--- src/hdl/owf_pkg.sv ---
// Package for the overlapping window framer: shared types, register map and codes.
// No dependencies; every other file in hdl/ imports it.
package owf_pkg;

	localparam int SEG_W     = 7;
	localparam int POS_W     = 6;
	localparam int PADDR_W   = 4;
	localparam int PDATA_W   = 32;

	localparam logic [SEG_W-1:0] SEG_RESET = 7'd64;
	localparam logic [SEG_W-1:0] HOP_RESET = 7'd32;

	typedef enum logic [1:0] {
		REG_SEGMENT  = 2'd0,
		REG_HOP      = 2'd1,
		REG_PASS_RAW = 2'd2
	} reg_idx_t;

	localparam logic KIND_WINDOW = 1'b0;
	localparam logic KIND_RAW    = 1'b1;

	localparam logic MODE_PUSH  = 1'b0;
	localparam logic MODE_CLEAR = 1'b1;

	// Effective (clamped) configuration seen by the datapath.
	typedef struct packed {
		logic [SEG_W-1:0] seg;
		logic [SEG_W-1:0] hop;
		logic             pass_raw;
	} cfg_t;

	// Commands from the controller to the datapath.
	typedef struct packed {
		logic push;
		logic clear;
		logic load_raw;
		logic start_win;
		logic load_win;
	} ctl_cmd_t;

	// Status from the datapath to the controller.
	typedef struct packed {
		logic raw_ok;
		logic win_due;
		logic win_last;
		logic slot_free;
	} dp_status_t;

endpackage

--- src/hdl/owf_ifs.sv ---
// Stream interfaces for the overlapping window framer: input items and result items.
// Depends on owf_pkg for the position width.
interface owf_in_if #(parameter int SAMPLE_BITS = 16);
	logic                          valid;
	logic                          ready;
	logic                          mode;
	logic signed [SAMPLE_BITS-1:0] sample_in;

	modport source(output valid, mode, sample_in, input ready);
	modport sink(input valid, mode, sample_in, output ready);
endinterface

interface owf_out_if #(parameter int SAMPLE_BITS = 16);
	import owf_pkg::*;

	logic                          valid;
	logic                          ready;
	logic                          kind;
	logic signed [SAMPLE_BITS-1:0] sample_out;
	logic [POS_W-1:0]              position;
	logic                          last;

	modport source(output valid, kind, sample_out, position, last, input ready);
	modport sink(input valid, kind, sample_out, position, last, output ready);
endinterface

--- src/hdl/overlapping_window_framer_top.sv ---
// Top level of the overlapping window framer: APB registers, controller and datapath.
// Depends on owf_pkg, owf_ifs (owf_in_if, owf_out_if), owf_regs, owf_ctrl and owf_dp.
//
// The framer takes signed PCM samples one transaction at a time and writes each into a
// ring memory of RING_DEPTH entries. Whenever strictly more than segment_size samples are
// buffered between the window start and the write pointer, it emits a window of
// segment_size samples starting at the window start, numbered by position with the final
// one marked last, and then moves the window start forward by hop_size. With pass_raw set,
// each pushed sample is echoed first as a raw result (kind 1, position 0, last 1); that
// echo is dropped when a window is due and the echo plus the window would exceed
// MAX_SEGMENT results. A clear transaction discards the buffered samples by moving the
// window start to the write pointer and produces no result. Segment size is clamped to
// 1..MAX_SEGMENT and hop to 1..segment. Registers: segment_size at byte 0, hop_size at
// byte 4, pass_raw at byte 8; they must only be written while the framer is idle.
// A clear is handled at acceptance. A push passes through accept, raw echo decision and
// window check; each due window adds a start step and the readout of its samples, and
// the result side can stall the echo and the readout. Window readout streams one sample per
// cycle through the single, registered read port of the ring memory unless results stall.
// The block works on one input transaction at a time; the output register lets the next
// input be accepted while the last result still waits. Ring contents need no clearing
// after reset, since only samples written since reset or the last clear are ever read.
module overlapping_window_framer_top #(
	parameter int RING_DEPTH  = 128,
	parameter int SAMPLE_BITS = 16,
	parameter int MAX_SEGMENT = 64
) (
	input  logic                        clk,
	input  logic                        arst_n,
	input  logic                        psel,
	input  logic                        penable,
	input  logic                        pwrite,
	input  logic [owf_pkg::PADDR_W-1:0] paddr,
	input  logic [owf_pkg::PDATA_W-1:0] pwdata,
	output logic [owf_pkg::PDATA_W-1:0] prdata,
	output logic                        pready,
	owf_in_if.sink                      samples,
	owf_out_if.source                   results
);
	import owf_pkg::*;

	cfg_t                          cfg;
	ctl_cmd_t                      cmd;
	dp_status_t                    status;
	logic                          out_valid;
	logic                          out_kind;
	logic signed [SAMPLE_BITS-1:0] out_sample;
	logic [POS_W-1:0]              out_pos;
	logic                          out_last;
	logic                          in_ready;

	// Configuration registers; the datapath only ever sees the clamped values.
	owf_regs #(
		.MAX_SEGMENT(MAX_SEGMENT)
	) u_regs (
		.clk     (clk),
		.arst_n  (arst_n),
		.psel    (psel),
		.penable (penable),
		.pwrite  (pwrite),
		.paddr   (paddr),
		.pwdata  (pwdata),
		.prdata  (prdata),
		.pready  (pready),
		.cfg     (cfg)
	);

	// The controller accepts input transactions only from its idle state and walks
	// through the raw echo and any due windows before returning there.
	owf_ctrl u_ctrl (
		.clk      (clk),
		.arst_n   (arst_n),
		.in_valid (samples.valid),
		.in_mode  (samples.mode),
		.in_ready (in_ready),
		.status   (status),
		.cmd      (cmd)
	);

	// The datapath holds the ring memory, the pointers, the per-transaction result
	// budget and the output register that drives the result channel.
	owf_dp #(
		.RING_DEPTH  (RING_DEPTH),
		.SAMPLE_BITS (SAMPLE_BITS),
		.MAX_SEGMENT (MAX_SEGMENT)
	) u_dp (
		.clk        (clk),
		.arst_n     (arst_n),
		.cfg        (cfg),
		.cmd        (cmd),
		.in_sample  (samples.sample_in),
		.status     (status),
		.out_ready  (results.ready),
		.out_valid  (out_valid),
		.out_kind   (out_kind),
		.out_sample (out_sample),
		.out_pos    (out_pos),
		.out_last   (out_last)
	);

	assign samples.ready      = in_ready;
	assign results.valid      = out_valid;
	assign results.kind       = out_kind;
	assign results.sample_out = out_sample;
	assign results.position   = out_pos;
	assign results.last       = out_last;

endmodule

--- src/hdl/owf_regs.sv ---
// APB configuration registers of the framer, with clamping of segment and hop.
// Depends on owf_pkg.
module owf_regs #(
	parameter int MAX_SEGMENT = 64
) (
	input  logic                          clk,
	input  logic                          arst_n,
	input  logic                          psel,
	input  logic                          penable,
	input  logic                          pwrite,
	input  logic [owf_pkg::PADDR_W-1:0]   paddr,
	input  logic [owf_pkg::PDATA_W-1:0]   pwdata,
	output logic [owf_pkg::PDATA_W-1:0]   prdata,
	output logic                          pready,
	output owf_pkg::cfg_t                 cfg
);
	import owf_pkg::*;

	logic [SEG_W-1:0] seg_q;
	logic [SEG_W-1:0] hop_q;
	logic             pass_raw_q;
	logic [SEG_W-1:0] seg_eff;
	logic             wr_en;
	reg_idx_t         idx;

	assign pready = 1'b1;
	assign wr_en  = psel & penable & pwrite;
	assign idx    = reg_idx_t'(paddr[PADDR_W-1:2]);

	always_ff @(posedge clk or negedge arst_n) begin
		if (!arst_n) begin
			seg_q      <= SEG_RESET;
			hop_q      <= HOP_RESET;
			pass_raw_q <= 1'b0;
		end else if (wr_en) begin
			case (idx)
				REG_SEGMENT:  seg_q      <= pwdata[SEG_W-1:0];
				REG_HOP:      hop_q      <= pwdata[SEG_W-1:0];
				REG_PASS_RAW: pass_raw_q <= pwdata[0];
				default: ;
			endcase
		end
	end

	always_comb begin
		prdata = '0;
		case (idx)
			REG_SEGMENT:  prdata = PDATA_W'(seg_q);
			REG_HOP:      prdata = PDATA_W'(hop_q);
			REG_PASS_RAW: prdata = PDATA_W'(pass_raw_q);
			default:      prdata = '0;
		endcase
	end

	// Segment is held to 1..MAX_SEGMENT, hop to 1..segment.
	always_comb begin
		if (seg_q == '0) begin
			seg_eff = SEG_W'(1);
		end else if (seg_q > SEG_W'(MAX_SEGMENT)) begin
			seg_eff = SEG_W'(MAX_SEGMENT);
		end else begin
			seg_eff = seg_q;
		end
		cfg.seg      = seg_eff;
		cfg.pass_raw = pass_raw_q;
		if (hop_q == '0) begin
			cfg.hop = SEG_W'(1);
		end else if (hop_q > seg_eff) begin
			cfg.hop = seg_eff;
		end else begin
			cfg.hop = hop_q;
		end
	end

endmodule

--- src/hdl/owf_ctrl.sv ---
// Controller state machine of the framer: sequences push, raw echo and window readout.
// Depends on owf_pkg for the command and status structs.
module owf_ctrl (
	input  logic                clk,
	input  logic                arst_n,
	input  logic                in_valid,
	input  logic                in_mode,
	output logic                in_ready,
	input  owf_pkg::dp_status_t status,
	output owf_pkg::ctl_cmd_t   cmd
);
	import owf_pkg::*;

	typedef enum logic [3:0] {
		S_IDLE  = 4'b0001,
		S_RAW   = 4'b0010,
		S_CHECK = 4'b0100,
		S_LOAD  = 4'b1000
	} state_t;

	state_t state_q;
	state_t state_d;

	always_ff @(posedge clk or negedge arst_n) begin
		if (!arst_n) begin
			state_q <= S_IDLE;
		end else begin
			state_q <= state_d;
		end
	end

	always_comb begin
		cmd      = '0;
		in_ready = 1'b0;
		state_d  = state_q;
		case (state_q)
			S_IDLE: begin
				in_ready = 1'b1;
				if (in_valid) begin
					if (in_mode == MODE_CLEAR) begin
						cmd.clear = 1'b1;
					end else begin
						cmd.push = 1'b1;
						state_d  = S_RAW;
					end
				end
			end
			S_RAW: begin
				if (status.raw_ok) begin
					if (status.slot_free) begin
						cmd.load_raw = 1'b1;
						state_d      = S_CHECK;
					end
				end else begin
					state_d = S_CHECK;
				end
			end
			S_CHECK: begin
				if (status.win_due) begin
					cmd.start_win = 1'b1;
					state_d       = S_LOAD;
				end else begin
					state_d = S_IDLE;
				end
			end
			S_LOAD: begin
				if (status.slot_free) begin
					cmd.load_win = 1'b1;
					if (status.win_last) begin
						state_d = S_CHECK;
					end
				end
			end
			default: state_d = S_IDLE;
		endcase
	end

endmodule

--- src/hdl/owf_dp.sv ---
// Datapath of the framer: ring memory, write and window pointers, result budget, output register.
// Depends on owf_pkg; driven by owf_ctrl commands.
module owf_dp #(
	parameter int RING_DEPTH  = 128,
	parameter int SAMPLE_BITS = 16,
	parameter int MAX_SEGMENT = 64
) (
	input  logic                               clk,
	input  logic                               arst_n,
	input  owf_pkg::cfg_t                      cfg,
	input  owf_pkg::ctl_cmd_t                  cmd,
	input  logic signed [SAMPLE_BITS-1:0]      in_sample,
	output owf_pkg::dp_status_t                status,
	input  logic                               out_ready,
	output logic                               out_valid,
	output logic                               out_kind,
	output logic signed [SAMPLE_BITS-1:0]      out_sample,
	output logic [owf_pkg::POS_W-1:0]          out_pos,
	output logic                               out_last
);
	import owf_pkg::*;

	localparam int AW    = $clog2(RING_DEPTH);
	localparam int AW1   = AW + 1;
	localparam int CW    = (AW > SEG_W) ? AW : SEG_W;
	localparam int CNT_W = $clog2(MAX_SEGMENT + 1);
	localparam int SUM_W = SEG_W + 1;

	logic [SAMPLE_BITS-1:0] mem [RING_DEPTH];
	logic [SAMPLE_BITS-1:0] rd_data_q;
	logic [SAMPLE_BITS-1:0] sample_q;
	logic [AW-1:0]          wr_idx_q;
	logic [AW-1:0]          win_start_q;
	logic [AW-1:0]          rd_ptr_q;
	logic [POS_W-1:0]       pos_q;
	logic [CNT_W-1:0]       count_q;
	logic                   out_valid_q;
	logic                   out_kind_q;
	logic [SAMPLE_BITS-1:0] out_sample_q;
	logic [POS_W-1:0]       out_pos_q;
	logic                   out_last_q;

	logic [AW1-1:0]         buf_diff;
	logic [AW-1:0]          buffered;
	logic                   due;
	logic [AW1-1:0]         hop_sum;
	logic [AW-1:0]          next_start;
	logic                   rd_en;
	logic [AW-1:0]          rd_addr;
	logic                   slot_free;
	logic                   win_last;

	function automatic logic [AW-1:0] wrap_inc(input logic [AW-1:0] x);
		return (x == AW'(RING_DEPTH - 1)) ? '0 : x + AW'(1);
	endfunction

	// Occupancy of the ring between window start and write pointer.
	always_comb begin
		buf_diff = AW1'(wr_idx_q) - AW1'(win_start_q);
		if (wr_idx_q < win_start_q) begin
			buf_diff = buf_diff + AW1'(RING_DEPTH);
		end
		buffered = buf_diff[AW-1:0];
		due      = CW'(buffered) > CW'(cfg.seg);
	end

	always_comb begin
		hop_sum = AW1'(win_start_q) + AW1'(cfg.hop);
		if (hop_sum >= AW1'(RING_DEPTH)) begin
			hop_sum = hop_sum - AW1'(RING_DEPTH);
		end
		next_start = hop_sum[AW-1:0];
	end

	assign slot_free = !out_valid_q || out_ready;
	assign win_last  = (SEG_W'(pos_q) == cfg.seg - SEG_W'(1));
	assign rd_en     = cmd.start_win || (cmd.load_win && !win_last);
	assign rd_addr   = cmd.start_win ? win_start_q : rd_ptr_q;

	assign status.slot_free = slot_free;
	assign status.win_last  = win_last;
	assign status.raw_ok    = cfg.pass_raw &&
		(!due || (SUM_W'(cfg.seg) + SUM_W'(1) <= SUM_W'(MAX_SEGMENT)));
	assign status.win_due   = due &&
		(SUM_W'(count_q) + SUM_W'(cfg.seg) <= SUM_W'(MAX_SEGMENT));

	always_ff @(posedge clk) begin
		if (cmd.push) begin
			mem[wr_idx_q] <= in_sample;
		end
		if (rd_en) begin
			rd_data_q <= mem[rd_addr];
		end
	end

	always_ff @(posedge clk or negedge arst_n) begin
		if (!arst_n) begin
			wr_idx_q    <= '0;
			win_start_q <= '0;
			rd_ptr_q    <= '0;
			pos_q       <= '0;
			count_q     <= '0;
			out_valid_q <= 1'b0;
		end else begin
			if (cmd.push) begin
				wr_idx_q <= wrap_inc(wr_idx_q);
				count_q  <= '0;
			end
			if (cmd.clear) begin
				win_start_q <= wr_idx_q;
			end
			if (cmd.load_raw) begin
				count_q <= CNT_W'(1);
			end
			if (cmd.start_win) begin
				rd_ptr_q <= wrap_inc(win_start_q);
				pos_q    <= '0;
			end
			if (cmd.load_win) begin
				if (win_last) begin
					win_start_q <= next_start;
					count_q     <= CNT_W'(SUM_W'(count_q) + SUM_W'(cfg.seg));
				end else begin
					rd_ptr_q <= wrap_inc(rd_ptr_q);
					pos_q    <= pos_q + POS_W'(1);
				end
			end
			if (cmd.load_raw || cmd.load_win) begin
				out_valid_q <= 1'b1;
			end else if (out_ready) begin
				out_valid_q <= 1'b0;
			end
		end
	end

	always_ff @(posedge clk) begin
		if (cmd.load_raw) begin
			out_kind_q   <= KIND_RAW;
			out_sample_q <= sample_q;
			out_pos_q    <= '0;
			out_last_q   <= 1'b1;
		end else if (cmd.load_win) begin
			out_kind_q   <= KIND_WINDOW;
			out_sample_q <= rd_data_q;
			out_pos_q    <= pos_q;
			out_last_q   <= win_last;
		end
		if (cmd.push) begin
			sample_q <= in_sample;
		end
	end

	assign out_valid  = out_valid_q;
	assign out_kind   = out_kind_q;
	assign out_sample = out_sample_q;
	assign out_pos    = out_pos_q;
	assign out_last   = out_last_q;

`ifndef ASSERT_OFF
	a_raw_shape: assert property (@(posedge clk) disable iff (!arst_n)
		(out_valid_q && out_kind_q == KIND_RAW) |-> (out_pos_q == '0 && out_last_q))
		else $error("raw echo must have position zero and last set");

	a_pos_in_window: assert property (@(posedge clk) disable iff (!arst_n)
		(out_valid_q && out_kind_q == KIND_WINDOW) |-> (SEG_W'(out_pos_q) < cfg.seg))
		else $error("window position beyond segment size");

	a_load_needs_slot: assert property (@(posedge clk) disable iff (!arst_n)
		(cmd.load_raw || cmd.load_win) |-> slot_free)
		else $error("output register overwritten while a result is pending");

	a_budget: assert property (@(posedge clk) disable iff (!arst_n)
		(cmd.load_win && win_last) |=> (count_q <= CNT_W'(MAX_SEGMENT)))
		else $error("result budget exceeded for one input item");
`endif

endmodule
--- src/flat_wrapper.sv ---
// flat-port wrapper written by rule: the top's interface ports become plain ports
module overlapping_window_framer_top_flat import owf_pkg::*;
#(
	parameter int RING_DEPTH  = 128,
	parameter int SAMPLE_BITS = 16,
	parameter int MAX_SEGMENT = 64
)
  (clk, arst_n, psel, penable, pwrite, paddr, pwdata, prdata, pready, samples_valid, samples_mode, samples_sample_in, samples_ready, results_valid, results_kind, results_sample_out, results_position, results_last, results_ready);
  owf_in_if #(.SAMPLE_BITS(SAMPLE_BITS)) samples_i ();
  owf_out_if #(.SAMPLE_BITS(SAMPLE_BITS)) results_i ();
  input  logic clk;
  input  logic arst_n;
  input  logic psel;
  input  logic penable;
  input  logic pwrite;
  input  logic [owf_pkg::PADDR_W-1:0] paddr;
  input  logic [owf_pkg::PDATA_W-1:0] pwdata;
  output logic [owf_pkg::PDATA_W-1:0] prdata;
  output logic pready;
  input wire logic [$bits(samples_i.valid)-1:0] samples_valid;
  input wire logic [$bits(samples_i.mode)-1:0] samples_mode;
  input wire logic [$bits(samples_i.sample_in)-1:0] samples_sample_in;
  output wire logic [$bits(samples_i.ready)-1:0] samples_ready;
  output wire logic [$bits(results_i.valid)-1:0] results_valid;
  output wire logic [$bits(results_i.kind)-1:0] results_kind;
  output wire logic [$bits(results_i.sample_out)-1:0] results_sample_out;
  output wire logic [$bits(results_i.position)-1:0] results_position;
  output wire logic [$bits(results_i.last)-1:0] results_last;
  input wire logic [$bits(results_i.ready)-1:0] results_ready;
  assign samples_i.valid = samples_valid;
  assign samples_i.mode = samples_mode;
  assign samples_i.sample_in = samples_sample_in;
  assign samples_ready = samples_i.ready;
  assign results_valid = results_i.valid;
  assign results_kind = results_i.kind;
  assign results_sample_out = results_i.sample_out;
  assign results_position = results_i.position;
  assign results_last = results_i.last;
  assign results_i.ready = results_ready;
  overlapping_window_framer_top #(.RING_DEPTH(RING_DEPTH), .SAMPLE_BITS(SAMPLE_BITS), .MAX_SEGMENT(MAX_SEGMENT)) u_core (.clk(clk), .arst_n(arst_n), .psel(psel), .penable(penable), .pwrite(pwrite), .paddr(paddr), .pwdata(pwdata), .prdata(prdata), .pready(pready), .samples(samples_i), .results(results_i));
endmodule
--- config.mk ---
export PLATFORM = sky130hd
export DESIGN_NAME = overlapping_window_framer_top_flat
export DESIGN_NICKNAME = d
export VERILOG_FILES = /design/src/hdl/owf_pkg.sv /design/src/hdl/owf_ifs.sv /design/src/hdl/overlapping_window_framer_top.sv /design/src/hdl/owf_regs.sv /design/src/hdl/owf_ctrl.sv /design/src/hdl/owf_dp.sv /design/src/flat_wrapper.sv
export SDC_FILE = /design/constraint.sdc
export NUM_CORES = 2
export LEC_CHECK = 0
export ABC_AREA = 1
export BUFFER_PORTS_ARGS = -buffer_cell sky130_fd_sc_hd__buf_2
export CAP_MARGIN = 0
export CORE_MARGIN = 10
export CORE_UTILIZATION = 40
export CTS_CLUSTER_DIAMETER = 100
export DETAILED_ROUTE_END_ITERATION = 6
export GPL_ROUTABILITY_DRIVEN = 1
export PLACE_DENSITY_LB_ADDON = 0.25
export SYNTH_ARGS = -nofsm -noshare
export SYNTH_HDL_FRONTEND = slang
export SYNTH_HIERARCHICAL = 1
export SYNTH_SLANG_ARGS = --single-unit
--- constraint.sdc ---
create_clock -name clk -period 6.15 [get_ports clk]
set_clock_uncertainty 0.1 [all_clocks]
set_input_delay 0.615 -clock clk [delete_from_list [all_inputs] [get_ports clk]]
set_output_delay 0.615 -clock clk [all_outputs]
set_load 0.01 [all_outputs]
==> qor.yml <==
synth_seq_area_share_pct: 72.2
endpoint_kind: "register"
floorplan.die.width_um: 492
grt_setup_unrepaired: "false"
core_area_um2: 222000
synth_seq_cells: 2158
power-per-cell-area_nw_per_um2: 412
total_routing_usage_reported_by_global_routing_pct: 20.8
timing.critical_path.arrival_ns: 6.32
drc_errors: 0
r2r-end: "u_core/u_dp/rd_data_q[10]$_DFFE_PP_"
cts.root.buffer_cell: "clkbuf_16"
timing.slew.headroom_pct: 19.5
io_buffer_count: 65
critical_path.slowest_cell: "fa_1"
slew_violations: 0
cts-buffers-inserted: 217
most_used_cell_along_the_critical_path: "nand3_1"
cap_violations: 0
ioPinCount: 119
timing.fmax_mhz: 173
synth_async_sr_flop_share_pct: 2.50
critical_path.startpoint_type: "register"
finalCritPeriodShare_pct: 94.2
largest_incremental_delay_on_the_critical_path_ns: 0.41
cts_max_level: 4
final_wl_um: 261000
ant_nets: 0
ctsLongestPathBuffers: 3
clk-insertion-delay-late_ns: 0.87
data_required_time_at_the_worst_endpoint_ns: 6.68
vias: 60300
grt_pass1_wl_um: 383000
synth_top_area_share_pct: 70.5
final_nets: 7903
floorplan.die_area_um2: 243000
path_class: "register to register"
finalInstanceArea_um2: 102000
final_critical_period_ns: 5.79
r2r_start: "u_core/u_dp/wr_idx_q[0]$_DFFE_PN0P_"
drt-vias-per-instance: 5.50
hold_path_startpoint: "paddr[3]"
core.rowCount: 173
hold_path_class: "input port to register"
die_height_um: 492
peak_ir_drop_on_the_vdd_network_mv: 0.305
synth_cells: 7614
total_of_endpoints_with_negative_setup_slack_in_the_final_report: 0
via_count_of_the_first_global_routing_pass: 57200
synth_area_leader: "edfxtp_1"
drt_iter0_drc: 7355
dominantRegCellSynth: "edfxtp_1"
clkTransAtPathRegs_ns: 0.06
post_synth_instance_area_um2: 89300
final_layout_size_suffix_gt1_share_pct: 10.1
gp_routability_congestion: 0.904
floorplan.initialDensity_pct: 40.2
synth_enable_flop_cells: 2096
hpwl_um: 153000
drt-wirelength-per-cell_um: 23.8
drt-pass1-iter-count: 6
holdPathEnd: "u_core/u_regs/pass_raw_q$_DFFE_PN0P_"
overflow: 0
area_growth_syn_to_layout_pct: 14.2
p_leak_nw: 36.5
critical_path_peak_fanout: 30
cts_tree: "done"
hold_viol_final: 0
grt_max_degree: 105
detailed_place.area_um2: 94900
post_synth.cell_area_avg_um2: 11.7
yosys.cell_types.count: 50
timing.setup.tns_ns: 0
yosys_warnings: 6
run_status: "finished clean"
rrSetupSlack_ns: 0.36
synth.area.top_cells: "edfxtp_1 70%, nand3_1 12%, nand2_1 9.1%"
worst_r2r_path_depth: 33
number_of_clock_sinks: 2158
antenna_found_initial: 13
hold_depth: 5
worst_pin_slew_ns: 1.21
==> cell type report <==
class                           count  area [um2]
Antenna cell                        6        15.0
Clock buffer                      269        5640
Multi-Input combinational cell   4794       21800
Sequential cell                  2158       64500
Tap cell                         2975        3720
Inverter                          173         659
Clock inverter                    129        1170
Fill cell                       20000      120000
Timing Repair Buffer              457        4500
==> flip-flops by register name, indices dropped and copies added, names as in the netlist, 16 cells and up <==
name                    flops
u_core/u_dp/out_sample     16
u_core/u_dp/rd_data_q      16
u_core/u_dp/mem          2048
u_core/u_dp/sample_q       16
==> how the worst max path moves through the flow <==
stage	to	startpoint	slack, ns
after floorplan	u_core/u_dp/rd_data_q[13]$_DFFE_PP_	u_core/u_dp/wr_idx_q[0]$_DFFE_PN0P_	1.57
after global placement	u_core/u_dp/rd_data_q[12]$_DFFE_PP_	u_core/u_dp/wr_idx_q[0]$_DFFE_PN0P_	0.18
after detailed placement	u_core/u_dp/rd_data_q[12]$_DFFE_PP_	u_core/u_dp/wr_idx_q[0]$_DFFE_PN0P_	0.24
after CTS	u_core/u_dp/rd_data_q[12]$_DFFE_PP_	u_core/u_dp/wr_idx_q[0]$_DFFE_PN0P_	0.22
after global routing	u_core/u_dp/rd_data_q[8]$_DFFE_PP_	u_core/u_dp/wr_idx_q[0]$_DFFE_PN0P_	0.04
final	u_core/u_dp/rd_data_q[10]$_DFFE_PP_	u_core/u_dp/wr_idx_q[0]$_DFFE_PN0P_	0.36
==> repair_timing <==
| item | 4_1_cts | 5_1_grt |
|---|---|---|
| buffers inserted | 0 | 2 |
| endpoints found under the setup margin | 0 | 16 |
| endpoints found under the hold margin | 68 | 0 |
| gates resized for setup | 0 | 13 |
| hold buffers | 13 | 0 |
==> Yosys cell counts, types with 3 or more instances <==
master	count
dfrtp_1	51
o22ai_1	4
dfstp_2	3
nand2_1	2154
o21ai_1	4
ha_1	39
xor2_1	24
a21oi_1	38
o21ai_0	50
edfxtp_1	2096
buf_4	59
dfxtp_1	8
inv_1	165
o21ai_2	8
nor2_1	205
a21oi_2	3
nand3_1	2163
clkbuf_1	78
fa_1	3
nor2_4	4
buf_1	25
xnor2_1	12
nor4_1	5
buf_2	344
inv_2	7
nand2_2	5
nor2_2	4
nor3_1	12
buf_6	5
nand3b_1	5
nand4_1	7
==> power breakdown <==
part / switching (W) / internal [W] / leakage (nW)
clock network: 0.00571 / 0.00700 / 3.31
logic: 0.00892 / 0.00394 / 13.6
registers: 0.000125 / 0.0164 / 19.6
total: 0.0148 / 0.0273 / 36.5
==> stage by stage <==
step | hold slack, ns | power, W | setup WS [ns] | std cells | util [%]
global placement | 0.325 | 0.0293 | 0.179 | 10500 | 42.7
detailed placement | 0.340 | 0.0294 | 0.244 | 10500 | 42.7
floorplan | 0.219 | 0.0243 | 1.57 | 7638 | -
finish | 0.0787 | 0.0421 | 0.357 | 11000 | 45.9
CTS | 0.00971 | 0.0421 | 0.220 | 11000 | 45.9
global route | 0.0771 | 0.0439 | 0.0438 | 11000 | 45.9
==> logic make-up after synthesis <==
family	Yosys count	share of synthesized area, %
buffers and inverters	686	3.66
muxes	1	0.0112
xor gates and xnor gates	36	0.353
other	2	0.00841
AOI/OAI and AO/OA	118	0.746
DFF	2158	72.2
adders and majority gates	42	0.614
and+or+nand+nor	4571	22.4
==> placed cells by master, fill, tap and decap left out, drive strengths merged, types with 2 or more instances in the layout <==
| master | count |
|---|---|
| a21oi | 41 |
| buf | 443 |
| bufinv | 11 |
| clkbuf | 270 |
| clkinv | 107 |
| clkinvlp | 3 |
| conb | 26 |
| dfrtp | 51 |
| dfstp | 3 |
| dfxtp | 8 |
| diode | 6 |
| dlygate4sd3 | 13 |
| edfxtp | 2096 |
| fa | 3 |
| ha | 39 |
| inv | 181 |
| nand2 | 2160 |
| nand3 | 2164 |
| nand3b | 5 |
| nand4 | 8 |
| nor2 | 213 |
| nor3 | 12 |
| nor4 | 5 |
| o211ai | 2 |
| o21ai | 62 |
| o21bai | 2 |
| o22ai | 4 |
| or2 | 2 |
| xnor2 | 12 |
| xor2 | 24 |
==> layer usage <==
metal	vias up	part of all wire, %	global-route usage, %
li1	27300	-	-
met1	30000	42	28.9
met2	2537	46	32.6
met3	433	8.1	3.71
met4	2	3.8	7.77
met5	-	0.0027	0
==> critical path: cells and delay by family, from the launching register on <==
kind,cells,cell delay (ns)
AOI/OAI and AO/OA,5,0.80
xor gates and xnor gates,1,0.10
adders and majority gates,3,0.86
buffers and inverters,7,0.93
DFF,1,0.37
and+or+nand+nor,17,2.30
No activity file was read; power rests on OpenSTA's default activity.
